==> config.mk <==
export PLATFORM = sky130hd
export DESIGN_NAME = rsd_div
export DESIGN_NICKNAME = d
export VERILOG_FILES = /design/src/hdl/rsd_div.sv
export SDC_FILE = /design/constraint.sdc
export NUM_CORES = 2
export LEC_CHECK = 0
export BUFFER_PORTS_ARGS = -buffer_cell sky130_fd_sc_hd__buf_2
export CAP_MARGIN = 20
export CORE_MARGIN = 4
export CORE_UTILIZATION = 59
export CTS_CLUSTER_SIZE = 28
export DETAILED_ROUTE_END_ITERATION = 10
export GPL_TIMING_DRIVEN = 0
export HOLD_SLACK_MARGIN = 0.03
export PLACE_DENSITY = 0.75
export SLEW_MARGIN = 25
export SYNTH_ARGS = -nofsm -noshare
export SYNTH_HDL_FRONTEND = slang
export SYNTH_SLANG_ARGS = --single-unit
export TNS_END_PERCENT = 100
==> constraint.sdc <==
create_clock -name clock -period 4.6 [get_ports clock]
set_input_delay 0.69 -clock clock [delete_from_list [all_inputs] [get_ports clock]]
set_output_delay 0.69 -clock clock [all_outputs]
set_load 0.01 [all_outputs]
==> src/hdl/rsd_div.sv <==
`default_nettype none
// pipelined restoring divider for a <= d, quotient (a << (Q-1)) / d
module rsd_div #(
   parameter int W = 31,
   parameter int Q = 16
) (
   input  wire logic         clock,
   input  wire logic         en,
   input  wire logic [W-1:0] a,
   input  wire logic [W-1:0] d,
   output logic      [Q-1:0] q
);
   logic [W-1:0] rem_ff [Q];
   logic [W-1:0] d_ff   [Q];
   logic [Q-1:0] q_ff   [Q];

   for (genvar k = 0; k < Q; k++) begin : g_stage
      logic [W:0]   t;
      logic [W-1:0] d_p;
      logic [Q-1:0] q_p;
      logic         ge;
      logic [W-1:0] rem_in;
      logic [Q-1:0] q_in;

      if (k == 0) begin : g_first
         assign t   = {1'b0, a};
         assign d_p = d;
         assign q_p = '0;
      end else begin : g_next
         assign t   = {rem_ff[k-1], 1'b0};
         assign d_p = d_ff[k-1];
         assign q_p = q_ff[k-1];
      end

      always_comb begin
         ge     = t >= {1'b0, d_p};
         rem_in = ge ? W'(t - {1'b0, d_p}) : W'(t);
         q_in   = {q_p[Q-2:0], ge};
      end

      always_ff @(posedge clock) begin
         if (en) begin
            rem_ff[k] <= rem_in;
            d_ff[k]   <= d_p;
            q_ff[k]   <= q_in;
         end
      end
   end

   assign q = q_ff[Q-1];
endmodule
`default_nettype wire

==> results.json <==
{
  "num_rows": 119,
  "dr.pass1.iters": 6,
  "vias": 42680,
  "pin_count": 80,
  "ys.flop_type": "edfxtp_1",
  "finalSetupViolations": 0,
  "yosysSeqAreaShare": 0.5114,
  "clk_pin_slew_worst_paths_ps": 60,
  "routed_via_density": 5.810,
  "clockBufferDepth": 3,
  "initial_utilization": 0.5946,
  "grt_pass1_wl_mm": 220.3,
  "drc": 0,
  "grt_overflow": 0,
  "antenna_left": 0,
  "fin_crit_ps": 4495,
  "fin_crit_sh": 0.9773,
  "synth_area_sq_um": 62590,
  "final_util": 0.6548,
  "die_area_sq_um": 111400,
  "fillers": 8041,
  "core_region_area_sq_um": 105300,
  "netlist_instances": 5650,
  "hold_depth": 1,
  "grt_antenna_before_repair": 0,
  "portBuffers": 79,
  "p_leak_nw": 28.87,
  "dp_hpwl_mm": 108.0,
  "fmax_ghz": 0.2224,
  "path_class": "reg2reg",
  "syn_nets": 6224,
  "final_common_cell": "edfxtp_1",
  "hold_violations": 0,
  "maxSlewHeadroom": 0.3517,
  "status": "completed",
  "holdCritPathClass": "in2reg",
  "num_antenna_cells": 0,
  "synth.avg_cell_area_sq_um": 11.08,
  "synth_edf_count": 1066,
  "crit_arrival_ps": 4900,
  "rsz0062_at_grt": "false",
  "slew_violations": 0,
  "layout_common_cells": "1066 x edfxtp_1, 610 x inv_1, 495 x ha_1, 481 x a21oi_1, 397 x o21ai_0",
  "die_h_microns": 333.7,
  "layoutNonFillerInstCount": 7346,
  "cp_max_fo": 10,
  "setup_ws_ps": 104.6,
  "clockRootBuffer": "clkbuf_16",
  "skew_ps": 27.13,
  "ys_ff_latch": 1066,
  "cts.sinks": 1066,
  "place_area_sq_um": 65010,
  "worstMarginPinSlew_ps": 969.2,
  "area_delta_synth_final_pct": 10.12,
  "die_w_microns": 333.7,
  "ys_warn_count": 0,
  "htree_levels": 3,
  "r2r_cells": 11,
  "grt_max_degree": 146,
  "drive_gt1_frac": 0.09286,
  "drt-total-wl_mm": 139.2,
  "routedWlPerCell_microns": 18.96,
  "yosys-top-cells-area": "edfxtp_1 51%, ha_1 9.9%, a21oi_1 3.9%, inv_1 3.7%, xnor2_1 3.2%",
  "finalNetCount": 6429,
  "drt_iter0_markers": 2259,
  "start_kind": "register",
  "placed_cells": 7129,
  "gp_congestion": 0.9601,
  "postCtsHoldBufs": 0,
  "netlist.area_leader.share": 0.5114,
  "numCtsBuffers": 113,
  "end_kind": "register",
  "cts_tree": "yes",
  "critical_path_required_ps": 5010,
  "track_usage": 0.2477,
  "ys_async_sr_fraction": 0,
  "post-place-ws_ps": -379.2,
  "final_design_area_no_fill_sq_um": 68930,
  "yosys.cell_types.count": 99,
  "yosysTopAreaCell": "edfxtp_1",
  "grt_pass1_vias": 44830,
  "clock_latency_ps": 710,
  "maxCapViolations": 0,
  "power-per-cell-area_nw_per_um2": 704.6,
  "ir_worst_vdd_uv": 478.0
}
## worst max-delay path: stages (launching register included)
cell and delay [ps]:
edfxtp_1 430, fa_1 500, a211oi_1 260, o21ai_0 200, a31oi_1 280, a21oi_1 180
o21ai_0 750, a21oi_1 240, a2111oi_4 330, buf_12 190, clkbuf_1 610, o21ai_0 250
## cell usage after synthesis (12+ instances only)
cell type,n
or3_1,15
nand3_1,78
xnor2_1,230
nand2_1,388
ha_1,495
or2_2,25
a31oi_1,38
edfxtp_1,1066
mux2_4,53
a21boi_0,17
a211oi_1,43
fa_1,15
a211o_1,13
o21a_1,56
o31ai_1,37
nor3_1,58
o21bai_1,60
a21o_1,248
a41oi_1,12
clkbuf_1,74
a21oi_1,482
nor2b_1,57
nand4_1,73
inv_1,610
xor2_1,154
buf_2,25
o211ai_1,29
nor2_1,304
o21ai_0,398
nand2b_1,65
and2_1,30
mux2_2,114
and3_1,45
## where the power goes
| group | switching (mW) | leakage (nW) | internal [mW] |
|---|---|---|---|
| Sequential | 1.31 | 10.4 | 14.6 |
| Combinational | 13.3 | 16.6 | 10.1 |
| Clock | 3.81 | 1.85 | 5.50 |
## kinds of logic after synthesis
family,Yosys count,share of synthesized area
AO/OA/AOI/OAI,1594,0.1607
XOR/XNOR,384,0.05373
adder cells (fa/ha/maj),510,0.1037
buffers and inverters,725,0.04506
flip-flops,1066,0.5114
multiplexers,174,0.03434
AND/OR/NAND/NOR,1197,0.09099
## flip-flops by register name, summed over array words and instances, names as in the netlist
| signal | flops |
|---|---|
| d_ff | 465 |
| rem_ff | 465 |
| q_ff | 136 |
## through the flow
step           hold slack [ps]  power [mW]  setup TNS, ps
2_1_floorplan            400.3       33.02              0
3_3_place_gp             400.3       38.81              -
3_5_place_dp             404.5       39.08         -28740
4_1_cts                  109.7       48.63              0
5_1_grt                  134.6       51.79              0
6_report                 175.3       48.56              0
## repair_timing
item,4_1_cts,5_1_grt
hold endpoints to repair,0,0
pin swaps,2,1
buffers inserted,2,0
gates resized for setup,8,16
gates cloned,0,0
endpoints found under the setup margin,95,62
## cell type report
| class | count | area, sq um | area share |
|---|---|---|---|
| buffer | 114 | 541.8 | 0.007860 |
| clock buffer | 131 | 2917 | 0.04231 |
| clock inverter | 84 | 924.6 | 0.01341 |
| inverter | 611 | 2293 | 0.03327 |
| multi-input combinational | 3859 | 27840 | 0.4038 |
| sequential | 1066 | 32010 | 0.4644 |
| tap | 1391 | 1740 | 0.02525 |
| timing repair buffer | 90 | 665.6 | 0.009657 |
## layer usage
| metal | GRT usage | part of all wire | vias up |
|---|---|---|---|
| li1 | - | - | 21120 |
| met1 | 0.2076 | 0.31 | 20070 |
| met3 | 0.02718 | 0.030 | 473 |
| met4 | 0.1844 | 0.081 | 0 |
| met2 | 0.5158 | 0.58 | 1020 |
| met5 | 0 | 0 | - |
## path summary, 6_finish.rpt
| check | to | slack, ps | start |
|---|---|---|---|
| worst max-delay path | rem_ff[0][183]$_DFFE_PP_ | 100 | rem_ff[0][124]$_SDFFCE_PN0P_ |
| worst min-delay path | d_ff[0][27]$_DFFE_PP_ | 180 | d[27] |
| worst max register to register | rem_ff[0][183]$_DFFE_PP_ | 100 | rem_ff[0][124]$_SDFFCE_PN0P_ |
| worst min register to register | q_ff[3][60]$_DFFE_PP_ | 410 | q_ff[3][43]$_DFFE_PP_ |
Power figures use the tool's default switching activity.
