--- config.mk ---
export PLATFORM = sky130hd
export DESIGN_NAME = rsd_sqrt
export DESIGN_NICKNAME = d
export VERILOG_FILES = /design/src/hdl/rsd_pkg.sv /design/src/hdl/rsd_sqrt.sv
export SDC_FILE = /design/constraint.sdc
export NUM_CORES = 1
export LEC_CHECK = 0
export BUFFER_PORTS_ARGS = -buffer_cell sky130_fd_sc_hd__buf_2
export CAP_MARGIN = 25
export CORE_MARGIN = 8
export CORE_UTILIZATION = 60
export CTS_BUF_LIST = sky130_fd_sc_hd__clkbuf_8
export DETAILED_ROUTE_END_ITERATION = 8
export PLACE_DENSITY = 0.81
export RECOVER_POWER = 25
export SETUP_SLACK_MARGIN = 0.5
export SLEW_MARGIN = 10
export SYNTH_ARGS = -nofsm -noshare
export SYNTH_HDL_FRONTEND = slang
export SYNTH_SLANG_ARGS = --single-unit
--- constraint.sdc ---
create_clock -name clock -period 4.33 [get_ports clock]
set_input_delay 0.433 -clock clock [delete_from_list [all_inputs] [get_ports clock]]
set_output_delay 0.433 -clock clock [all_outputs]
set_load 0.005 [all_outputs]
--- src/hdl/rsd_pkg.sv ---
`default_nettype none
package rsd_pkg;

   localparam int SAMPLE_BITS_DEF = 16;
   localparam int FRAC_BITS_DEF   = 15;

   localparam int CFG_W    = 15;
   localparam int CSR_IDX_W = 2;
   localparam int OUT_W    = 16;

   localparam logic [CSR_IDX_W-1:0] REG_FULL_SCALE  = 2'd0;
   localparam logic [CSR_IDX_W-1:0] REG_DEAD_RADIUS = 2'd1;

   localparam logic [CFG_W-1:0] FULL_SCALE_RST  = 15'd32767;
   localparam logic [CFG_W-1:0] DEAD_RADIUS_RST = 15'd7849;

   localparam logic [OUT_W:0] POS_LIMIT = 17'd32767;
   localparam logic [OUT_W:0] NEG_LIMIT = 17'd32768;

   typedef struct packed {
      logic x_neg;
      logic y_neg;
      logic dead;
      logic zero;
   } flags_type;

endpackage
`default_nettype wire

--- src/hdl/rsd_sqrt.sv ---
`default_nettype none
// pipelined integer square root, one root bit per stage
module rsd_sqrt #(
   parameter int S = rsd_pkg::SAMPLE_BITS_DEF
) (
   input  wire logic           clock,
   input  wire logic           en,
   input  wire logic [2*S-1:0] n,
   output logic      [S-1:0]   root
);
   localparam int RW = S + 2;

   logic [RW-1:0]  rem_ff  [S];
   logic [S-1:0]   root_ff [S];
   logic [2*S-1:0] n_ff    [S];

   for (genvar k = 0; k < S; k++) begin : g_stage
      logic [RW-1:0]  rem_p;
      logic [S-1:0]   root_p;
      logic [2*S-1:0] n_p;
      logic [RW+1:0]  shifted;
      logic [RW+1:0]  trial;
      logic           ge;
      logic [RW-1:0]  rem_in;
      logic [S-1:0]   root_in;
      logic [2*S-1:0] n_in;

      if (k == 0) begin : g_first
         assign rem_p  = '0;
         assign root_p = '0;
         assign n_p    = n;
      end else begin : g_next
         assign rem_p  = rem_ff[k-1];
         assign root_p = root_ff[k-1];
         assign n_p    = n_ff[k-1];
      end

      always_comb begin
         shifted = {rem_p, n_p[2*S-1:2*S-2]};
         trial   = (RW+2)'({root_p, 2'b01});
         ge      = shifted >= trial;
         rem_in  = ge ? RW'(shifted - trial) : RW'(shifted);
         root_in = {root_p[S-2:0], ge};
         n_in    = {n_p[2*S-3:0], 2'b00};
      end

      always_ff @(posedge clock) begin
         if (en) begin
            rem_ff[k]  <= rem_in;
            root_ff[k] <= root_in;
            n_ff[k]    <= n_in;
         end
      end
   end

   assign root = root_ff[S-1];
endmodule
`default_nettype wire

==> impl_metrics.csv, run 1 <==
group,metric,value,unit
run_status,run_status,"finished clean",
global_route,overflow,0,
hold_path,hold_class,"primary input to register",
final_layout,num-nets-final,2495,
cts,cts_tree,"done",
power,power_per_cell_area,454,nW/um^2
place,port_buffers,49,
setup_path,worstPathArrival,3710,ps
run,max_cap_violations,0,
global_route,grt_first_pass_wirelength,81900,um
sta,timing.final.crit_share,76.2,%
logic_synthesis,async_reset_ff_share,0,%
sta,rsz_0062_raised_after_global_routing,"no",
setup_path,timing.setup.critical_path_class,"register to register",
final_layout,final_layout_size_suffix_gt1_share,9.69,%
floorplan,io-pin-count,50,
setup_path,crit_path_max_fanout,26,
setup_path,critical_path.endpoint_type,"register",
logic_synthesis,synthDominantCellAreaShare,65.5,%
route,avgRoutedWirePerCell,16.6,um
sta,timing.hold.ws,104,ps
logic_synthesis,synth-seq-cells,626,
floorplan,core_area,47400,um^2
final_layout,utilization,67.2,%
cts,cts_setup_buffers,0,
place,gp_congestion,0.867,
cts,ctsRootBufferMaster,"clkbuf_8",
logic_synthesis,synth_most_common_cell,"edfxtp_1",
logic_synthesis,synth_area_leader_cell,"edfxtp_1",
cts,ctsHtreeMaxLevel,3,
route,vias,16800,
logic_synthesis,synth_top_cells_by_count,"626 x edfxtp_1, 179 x inv_1, 153 x ha_1, 135 x nor2_1, 134 x a21oi_1",
sta,timing.slew.headroom,36.6,%
cts,clock_sink_count,626,
route,drt-pass1-iter-count,5,
cts,worst_skew_pair.late_latency,680,ps
final_layout,multiInputGateArea,9090,um^2
setup_path,rr_endpoint,"rem_ff[1][99]$_DFFE_PP_",
floorplan,placement_rows,80,
setup_path,cp_slowest_cell,"nand2_1",
logic_synthesis,yosysSeqAreaShare,65.5,%
route,detail_route.iter0.violations,1123,
route,viasPerCell,5.61,
setup_path,timing.reg2reg.setup_slack,1030,ps
setup_path,critical_path_required,4740,ps
final_layout,insertedDiodeCount,0,
floorplan,chipHeight,235,um
logic_synthesis,synthesis.nets,2330,
sta,fin_tns_setup,0,ps
place,dpl_cell_area,29800,um^2
route,drc,0,
setup_path,crit_chain,"ha_1 -> a21o_1 -> or3_1 -> o21a_1 -> a21oi_1 -> nand2_1 -> mux2_2",
setup_path,r2r_startpoint,"rem_ff[1][75]$_DFFE_PP_",
logic_synthesis,post_synthesis_instance_total,2143,
logic_synthesis,syn_area,28700,um^2
power,leakage_power,12.3,nW
sta,drv_slew,0,
global_route,grt_pass1_vias,17000,
setup_path,slowest_delay,630,ps
route,drt-total-wl,49800,um
logic_synthesis,dominantRegCellSynth,"edfxtp_1",
final_layout,area.growth.synth_to_final,11.1,%
cts,post_cts.resized_instances,0,
route,postRouteAntennaNets,0,
logic_synthesis,synth_enable_flop_cells,626,
place,detailedPlacementHpwl,34700,um
logic_synthesis,synthDistinctLibCells,81,
logic_synthesis,syn-mean-instance-area,13.4,um^2
cts,cts.hold.buffers_added,32,
final_layout,final_cell_area,31900,um^2
sta,finalClockSkew,38.1,ps
global_route,antenna_found_initial,0,
cts,cts-buffers-inserted,96,
sta,timing.final.hold_violations,0,
cts,cts-root-to-sink-buffers,3,
power,finalPower,14.5,mW
floorplan,initial_core_util,60.5,%
sta,setup_violations,0,
cts,cts.reportedPaths.clkPinSlew,60,ps
hold_path,whs_path_depth,2,
hold_path,hold_path_startpoint,"n[30]",
global_route,grt_start_max_net_pins,121,
logic_synthesis,synth_warnings,0,
final_layout,filler_cell_count,3353,
floorplan,die-area,55100,um^2
setup_path,worst_reg2reg_path_length_in_cells,7,
final_layout,layout.area.seq,18800,um^2
setup_path,start_kind,"register",
floorplan,die_w,235,um
power,irDropWorstVdd,0.391,mV
global_route,global_route.usage.total,17.8,%
logic_synthesis,netlist_top_cells_area,"edfxtp_1 65%, ha_1 6.7%, xnor2_1 3.2%, xor2_1 2.4%, inv_1 2.3%",
sta,timing.fmax,303,MHz
sta,final_period_minus_worst_setup_slack,3300,ps
hold_path,min_to,"rem_ff[0][1]$_DFFE_PP_",
sta,worst-slew-pin-transition,949,ps
[kinds of logic (layout without fill, tap and decap cells)]
logic type	Yosys count	count (layout)	share of synthesized area, %
adders and majority gates	153	153	6.67
xor gates and xnor gates	186	186	5.68
buffers and inverters	217	457	2.87
AOI/OAI and AO/OA	398	398	8.52
and+or+nand+nor	527	527	9.42
other	1	1	0.0131
DFF	626	626	65.5
muxes	35	35	1.35
[how the worst max path moves through the flow]
stage | from | to
floorplan | rem_ff[1][95]$_DFFE_PP_ | rem_ff[1][111]$_DFFE_PP_
global placement | rem_ff[1][75]$_DFFE_PP_ | rem_ff[1][94]$_DFFE_PP_
detailed placement | rem_ff[1][95]$_DFFE_PP_ | rem_ff[1][112]$_DFFE_PP_
CTS | rem_ff[1][75]$_DFFE_PP_ | rem_ff[1][99]$_DFFE_PP_
global route | rem_ff[1][75]$_DFFE_PP_ | rem_ff[1][99]$_DFFE_PP_
finish | rem_ff[1][75]$_DFFE_PP_ | rem_ff[1][99]$_DFFE_PP_
[layer usage]
metal  part of all wire [%]  track usage, %  vias to the layer above
met5                      0               0                        -
met4                    2.3            6.54                        0
met3                    4.4            3.51                       99
met2                     51            31.7                      370
met1                     42            21.4                     8079
li1                       -               -                     8285
[stage by stage]
| stage | worst slack [ps] | cells |
|---|---|---|
| final | 1030 | 2998 |
| after global placement | 1160 | 2793 |
| after global routing | 829 | 2998 |
| after floorplan | 1660 | 2143 |
| after CTS | 1050 | 2998 |
| after detailed placement | 1100 | 2793 |
[cell usage in the layout (no fill, tap or decap), types with 7 or more instances in the layout]
cell | netlist | routed
a211oi_1 | 17 | 17
a21o_1 | 34 | 34
a21oi_1 | 134 | 134
a31oi_1 | 7 | 7
buf_2 | 8 | 47
buf_4 | 0 | 11
clkbuf_8 | 0 | 97
clkinv_1 | 1 | 28
clkinv_2 | 0 | 11
dlygate4sd3_1 | 0 | 32
edfxtp_1 | 626 | 626
ha_1 | 153 | 153
inv_1 | 179 | 207
mux2_1 | 9 | 9
mux2_2 | 21 | 21
nand2_1 | 122 | 122
nand2b_1 | 34 | 34
nand3_1 | 30 | 30
nand3b_1 | 8 | 8
nand4_1 | 19 | 19
nor2_1 | 135 | 135
nor2b_1 | 22 | 22
nor3_1 | 43 | 43
nor4_1 | 30 | 30
o211ai_1 | 15 | 15
o21a_1 | 27 | 27
o21ai_0 | 95 | 95
o31ai_1 | 15 | 15
or3_1 | 32 | 32
or4_1 | 9 | 9
xnor2_1 | 106 | 106
xor2_1 | 80 | 80
[area by class of cell]
type | count | area share [%]
clock inverter | 76 | 1.36
timing repair buffer | 98 | 2.44
tap | 615 | 2.41
inverter | 186 | 2.19
clock buffer | 97 | 4.18
multi-input combinational | 1300 | 28.5
sequential | 626 | 58.9
[flip-flops by register name, summed over array words and instances, names as in the netlist]
signal,flops
root_ff,136
n_ff,240
rem_ff,250
[worst max-delay path, delay by kind of cell (launching register included)]
| family | cells | cell delay (ps) |
|---|---|---|
| flops | 1 | 390 |
| fa+ha+maj | 1 | 390 |
| mux | 1 | 520 |
| simple gates | 2 | 950 |
| compound gates | 3 | 780 |
[where the power goes]
group	internal, mW	switching (mW)	total (mW)
Combinational	0.961	1.19	2.15
Sequential	7.48	0.367	7.85
Clock	2.28	2.21	4.49
(Power assumes the default switching activity.)
==> run 2: changes to the inputs <==
Settings changed: ABC_AREA from default to 1, PLACE_DENSITY 0.81 to 0.8.
Clock period 4.33 ns to 3.3 ns, I/O delays scaled along.
==> run 2 against run 1 <==
The run now ends with max-capacitance violations, max-slew violations left. Non-clock buffer count up 9. Synthesized area increased by 13%. Hold slack improved by 230 ps. Fmax increased by 33%. Sequential share of layout area decreased by 6.7 points. Clock skew up 1.3 ps. Global-route usage rose by 4.3 points. Sequential power rose by 31%. Utilization fell by 0.12 points. Combinational power is 71% higher. Die area is 12% higher. First-iteration DRC count up 60%. Highest routed layer unchanged.
==> impl_metrics.csv, run 2 <==
group,metric,value,unit
place,detailedPlacementHpwl,51800,um
floorplan,chipHeight,249,um
power,combinationalPowerShare,17.8,%
sta,setup_violations,0,
power,leakage_power,15.6,nW
power,power_per_cell_area,575,nW/um^2
logic_synthesis,synth_area_leader_cell,"edfxtp_1",
final_layout,largest_register_ffs,250,
logic_synthesis,yosysSeqAreaShare,57.9,%
floorplan,initial_core_util,60.5,%
hold_path,hold_class,"primary input to register",
logic_synthesis,syn_area,32500,um^2
cts,cts-buffers-inserted,101,
setup_path,timing.reg2reg.setup_slack,810,ps
cts,cts.reportedPaths.clkPinSlew,60,ps
logic_synthesis,synth-seq-cells,626,
floorplan,die-area,61800,um^2
logic_synthesis,synth_warnings,0,
run_status,run_status,"complete, but fails checks",
power,clock_power_share,32.6,%
power,seqPwrFrac,49.6,%
cts,post_cts.resized_instances,0,
sta,fin_tns_setup,0,ps
logic_synthesis,synth_enable_flop_cells,626,
final_layout,filler_cell_count,4120,
cts,worst_skew_pair.late_latency,720,ps
global_route,grt_pass1_vias,22000,
power,irDropWorstVdd,0.441,mV
global_route,grt_first_pass_wirelength,111000,um
route,drt-pass1-iter-count,6,
cts,cts_tree,"done",
route,drc,0,
logic_synthesis,synth_top_cells_by_count,"862 x nand2_1, 626 x edfxtp_1, 486 x inv_1, 268 x nor2_1, 195 x nand3_1",
setup_path,worstPathArrival,2940,ps
global_route,antenna_found_initial,1,
route,postRouteAntennaNets,0,
run_status,violated_checks,"max-capacitance violations, max-slew violations",
logic_synthesis,netlist_top_cells_area,"edfxtp_1 58%, nand2_1 10%, ha_1 5.9%, inv_1 5.6%, nor2_1 3.1%",
final_layout,biggestRegsByFlops,"rem_ff x250, n_ff x240, root_ff x136",
setup_path,timing.setup.critical_path_class,"register to register",
sta,final_period_minus_worst_setup_slack,2490,ps
global_route,grt_start_max_net_pins,89,
place,port_buffers,49,
power,power_switching_share,29.3,%
global_route,global_route.usage.total,22.1,%
power,p_int,14.6,mW
floorplan,core_area,53600,um^2
final_layout,num-nets-final,3647,
route,viasPerCell,5.33,
logic_synthesis,async_reset_ff_share,0,%
sta,timing.slew.headroom,-61.2,%
route,vias,22600,
final_layout,layout_commonest_cell,"nand2_1",
final_layout,largest_register,"rem_ff",
global_route,overflow,0,
logic_synthesis,synthDominantCellAreaShare,57.9,%
floorplan,placement_rows,85,
sta,rsz_0062_raised_after_global_routing,"no",
logic_synthesis,post_synthesis_instance_total,3274,
run,max_cap_violations,1,
logic_synthesis,synth_most_common_cell,"nand2_1",
logic_synthesis,syn-mean-instance-area,9.91,um^2
final_layout,multiInputGateArea,11500,um^2
sta,final.setup.worst_slack,812,ps
route,avgRoutedWirePerCell,16.4,um
place,gp_congestion,0.946,
sta,drv_slew,75,
cts,ctsHtreeMaxLevel,3,
setup_path,crit_path_max_fanout,16,
route,drt-total-wl,69300,um
cts,cts-root-to-sink-buffers,3,
setup_path,critical_path_required,3750,ps
logic_synthesis,synthesis.nets,3461,
setup_path,start_kind,"register",
route,detail_route.iter0.violations,1794,
logic_synthesis,dominantRegCellSynth,"edfxtp_1",
place,place_ws,822,ps
sta,finalClockSkew,39.4,ps
cts,clock_sink_count,626,
floorplan,io-pin-count,50,
sta,worst-slew-pin-transition,2420,ps
floorplan,die_w,249,um
final_layout,final_layout_size_suffix_gt1_share,10.7,%
cts,ctsRootBufferMaster,"clkbuf_8",
sta,timing.fmax,402,MHz
power,power_switching,6.05,mW
logic_synthesis,synthDistinctLibCells,51,
final_layout,final_cell_mix,"862 x nand2_1, 626 x edfxtp_1, 506 x inv_1",
sta,timing.final.crit_share,75.4,%
final_layout,layout.area.seq,18800,um^2
setup_path,critical_path.endpoint_type,"register",
sta,timing.final.hold_violations,0,
final_layout,area.growth.synth_to_final,10.9,%
-- run 2: area by class of cell --
| class | count | area share, % |
|---|---|---|
| inverter | 497 | 5.22 |
| sequential | 626 | 52.3 |
| tap | 696 | 2.42 |
| multi-input combinational | 2127 | 32.1 |
| clock buffer | 101 | 3.86 |
| clock inverter | 83 | 1.84 |
| timing repair buffer | 107 | 2.32 |
| antenna | 1 | 0.00696 |
-- run 2: worst max-delay path: stages, from the launching register on --
cell,delay [ps]
edfxtp_1,410
ha_1,420
nand2_1,160
nor3_2,70
nand2_1,90
nor2_1,40
nor2_1,170
inv_2,70
nor2_4,450
buf_4,290
o21ai_2,70
-- run 2: power groups by stage --
stage                     Combinational [mW]  Clock [mW]  Sequential, mW
after global routing                    4.16        7.27            10.3
after CTS                               3.65        6.90            10.3
after floorplan                         2.69           0            10.2
after global placement                  3.53           0            10.4
after detailed placement                3.59           0            10.4
final                                   3.68        6.75            10.3
-- run 2: worst paths after layout --
| kind | start | to | depth (start not counted) |
|---|---|---|---|
| worst max register to register | rem_ff[1][83]$_DFFE_PP_ | rem_ff[1][93]$_DFFE_PP_ | 10 |
| worst min-delay path | n[26] | n_ff[0][26]$_DFFE_PP_ | 2 |
| worst max-delay path | rem_ff[1][83]$_DFFE_PP_ | rem_ff[1][93]$_DFFE_PP_ | 10 |
| worst min register to register | n_ff[0][177]$_DFFE_PP_ | n_ff[0][209]$_DFFE_PP_ | 0 |
-- run 2: stage by stage --
stage	instances	hold WS (ps)	power, mW	utilization [%]	area (um^2)
floorplan	3274	400	12.9	-	32500
global placement	4020	400	13.9	62.7	33600
detailed placement	4020	405	14.0	62.7	33600
CTS	4237	95.2	20.8	67.1	36000
global route	4238	261	21.8	67.1	36000
finish	4238	331	20.7	67.1	36000
-- run 2: kinds of logic after synthesis --
family	count (synthesis)	share of synthesized area, %
buffers and inverters	521	6.52
adders and majority gates	153	5.90
and+or+nand+nor	1526	20.5
AOI/OAI and AO/OA	342	6.35
xor gates and xnor gates	105	2.83
DFF	626	57.9
other	1	0.0116
-- run 2: metal layers --
layer  track usage (%)  share of wire, %  vias up
met5                 0                 0        -
met2              38.0                49      642
li1                  -                 -    11300
met1              28.1                43    10500
met3              3.97               5.2      148
met4              7.50               3.2        0
-- run 2: timing repair --
| item | in CTS | in global routing |
|---|---|---|
| endpoints found under the hold margin | 33 | 0 |
| hold buffers | 33 | 0 |
| setup buffers | 0 | 0 |
==> run 3: changes to the inputs <==
Settings changed: CORE_UTILIZATION 60 to 59, PLACE_DENSITY 0.8 to 0.82.
Clock period 3.3 ns to 2.1 ns, I/O delays scaled along.
==> run 3 against run 2 <==
The run ends with negative setup slack left. Global-route usage grew 2.1 points. First-iteration DRC count grew 29%. Utilization grew 10 points. Hold slack lost 120 ps. Largest power group unchanged.
==> impl_metrics.csv, run 3 (same netlist as run 2, synthesis figures left out) <==
group,metric,value,unit
cts,cts-root-to-sink-buffers,3,
route,detail_route.iter0.violations,2317,
sta,final.setup.worst_slack,-1.23,ps
setup_path,crit_path_max_fanout,6,
global_route,grt_start_max_net_pins,64,
setup_path,r2r_startpoint,"rem_ff[1][37]$_DFFE_PP_",
route,drt-total-wl,86400,um
floorplan,die-area,62800,um^2
final_layout,biggestRegsByFlops,"rem_ff x250, n_ff x240, root_ff x136",
sta,timing.final.crit_share,100,%
sta,drv_slew,0,
final_layout,largest_register_ffs,250,
hold_path,whs_path_depth,2,
setup_path,worstPathArrival,2530,ps
floorplan,placement_rows,86,
sta,final_period_minus_worst_setup_slack,2100,ps
floorplan,initial_core_util,59.3,%
final_layout,layout_commonest_cell,"nand2_1",
run_status,run_status,"complete, but fails checks",
hold_path,hold_path_startpoint,"n[28]",
run_status,violated_checks,"negative setup slack",
route,avgRoutedWirePerCell,18.8,um
cts,cts_tree,"done",
cts,cts.reportedPaths.clkPinSlew,60,ps
setup_path,critical_path.endpoint_type,"register",
place,gp_congestion,0.916,
run,max_cap_violations,0,
place,port_buffers,49,
route,postRouteAntennaNets,0,
power,clock_power_share,27.7,%
power,power_per_cell_area,820,nW/um^2
global_route,grt_first_pass_wirelength,122000,um
route,viasPerCell,5.61,
floorplan,die_w,251,um
global_route,grt_pass1_vias,24200,
floorplan,io-pin-count,50,
power,leakage_power,17.8,nW
final_layout,num-nets-final,3994,
power,p_int,24.0,mW
cts,cts-buffers-inserted,100,
sta,rsz_0062_raised_after_global_routing,"yes",
sta,timing.final.hold_violations,0,
power,seqPwrFrac,46.7,%
cts,ctsHtreeMaxLevel,3,
power,power_switching,10.8,mW
floorplan,core_area,54800,um^2
power,irDropWorstVdd,0.592,mV
sta,timing.slew.headroom,54.8,%
place,detailedPlacementHpwl,54300,um
power,power_switching_share,31.1,%
setup_path,critical_path_required,2520,ps
final_layout,area.growth.synth_to_final,30.8,%
sta,setup_violations,1,
route,drt-pass1-iter-count,7,
setup_path,worst_reg2reg_path_length_in_cells,9,
global_route,overflow,0,
final_layout,final_cell_mix,"672 x nand2_1, 626 x edfxtp_1, 416 x inv_1",
final_layout,largest_register,"rem_ff",
setup_path,timing.reg2reg.setup_slack,-1,ps
sta,worst-slew-pin-transition,671,ps
place,dp_cells,4100,
hold_path,min_to,"n_ff[0][28]$_DFFE_PP_",
final_layout,layout.cells.non_filler,4587,
route,drc,0,
sta,timing.fmax,476,MHz
power,combinationalPowerShare,25.5,%
sta,finalClockSkew,43.9,ps
setup_path,timing.setup.critical_path_class,"register to register",
final_layout,utilization,77.5,%
cts,ctsRootBufferMaster,"clkbuf_8",
setup_path,start_kind,"register",
setup_path,rr_endpoint,"rem_ff[1][59]$_DFFE_PP_",
cts,clock_sink_count,626,
route,vias,25700,
hold_path,hold_class,"primary input to register",
final_layout,filler_cell_count,3129,
cts,worst_skew_pair.late_latency,720,ps
final_layout,final_layout_size_suffix_gt1_share,33.9,%
global_route,global_route.usage.total,24.1,%
floorplan,chipHeight,251,um
global_route,antenna_found_initial,1,
-- run 3: cell types whose count changed in the layout (fill, tap and decap cells not counted), sizes merged --
cell | before | now
buf | 69 | 392
clkbuf | 106 | 120
inv | 521 | 534
clkinv | 50 | 39
bufinv | 8 | 3
nand2 | 899 | 901
nand3 | 206 | 208
clkinvlp | 1 | 2
dlygate4sd3 | 33 | 34
nand4 | 50 | 51
-- run 3: layer usage --
metal  share of wire, %  global-route usage, %
met1                 38                   29.3
met2                 51                   43.3
met3                6.4                   3.69
met4                4.3                   8.76
met5                  0                      0
-- run 3: worst max-delay path by stage --
| stage | from | endpoint | cells after the start |
|---|---|---|---|
| CTS | root_ff[0][33]$_DFFE_PP_ | rem_ff[0][69]$_DFFE_PP_ | 11 |
| floorplan | rem_ff[0][36]$_DFFE_PP_ | rem_ff[0][64]$_DFFE_PP_ | 11 |
| detailed placement | rem_ff[1][100]$_DFFE_PP_ | rem_ff[1][117]$_DFFE_PP_ | 11 |
| global route | n_ff[1][118]$_DFFE_PP_ | rem_ff[1][81]$_DFFE_PP_ | 9 |
| finish | rem_ff[1][37]$_DFFE_PP_ | rem_ff[1][59]$_DFFE_PP_ | 9 |
| global placement | rem_ff[1][100]$_DFFE_PP_ | rem_ff[1][117]$_DFFE_PP_ | 11 |
-- run 3: metrics by stage --
stage	worst slack, ps	total power, mW	instance area, um^2	TNS [ps]	hold WS (ps)
5_1_grt	-54.9	36.3	42400	-412	163
3_3_place_gp	-22.5	23.0	36200	-72.7	387
4_1_cts	101	33.6	40200	0	146
6_report	-1.23	34.8	42400	-1.23	213
3_5_place_dp	-24.8	23.2	36200	-110	389
2_1_floorplan	226	21.1	34300	0	309
-- run 3: critical path: stages (launching register included) --
cell,delay [ps]
edfxtp_1,480
ha_4,380
nand2_4,80
nor2_1,210
a31oi_4,170
inv_2,130
nor2_8,70
clkbuf_16,160
nand2_1,70
nand2_1,90
-- run 3: power groups by stage --
stage / Combinational [mW] / Clock (mW) / Sequential (mW)
4_1_cts: 7.65 / 9.74 / 16.2
3_3_place_gp: 6.55 / 0 / 16.5
2_1_floorplan: 4.96 / 0 / 16.1
5_1_grt: 9.63 / 10.3 / 16.4
6_report: 8.89 / 9.66 / 16.3
3_5_place_dp: 6.70 / 0 / 16.5
-- run 3: cell type report --
cell class | count | area, um^2 | share of cell area, %
clock buffer | 100 | 1380 | 3.24
antenna | 1 | 2.50 | 0.00590
timing repair inverter | 4 | 58.8 | 0.139
timing repair buffer | 446 | 3840 | 9.05
clock inverter | 77 | 428 | 1.01
tap | 704 | 881 | 2.08
inverter | 497 | 1930 | 4.55
sequential | 626 | 18800 | 44.3
multi-input combinational | 2132 | 15100 | 35.6
-- run 3: timing repair --
item / in CTS / in global routing
hold buffers: 34 / 0
pin swaps: 82 / 146
gates cloned: 5 / 11
buffers inserted: 151 / 108
setup endpoints to repair: 262 / 262
endpoints found under the hold margin: 49 / 0
gates resized for setup: 184 / 330
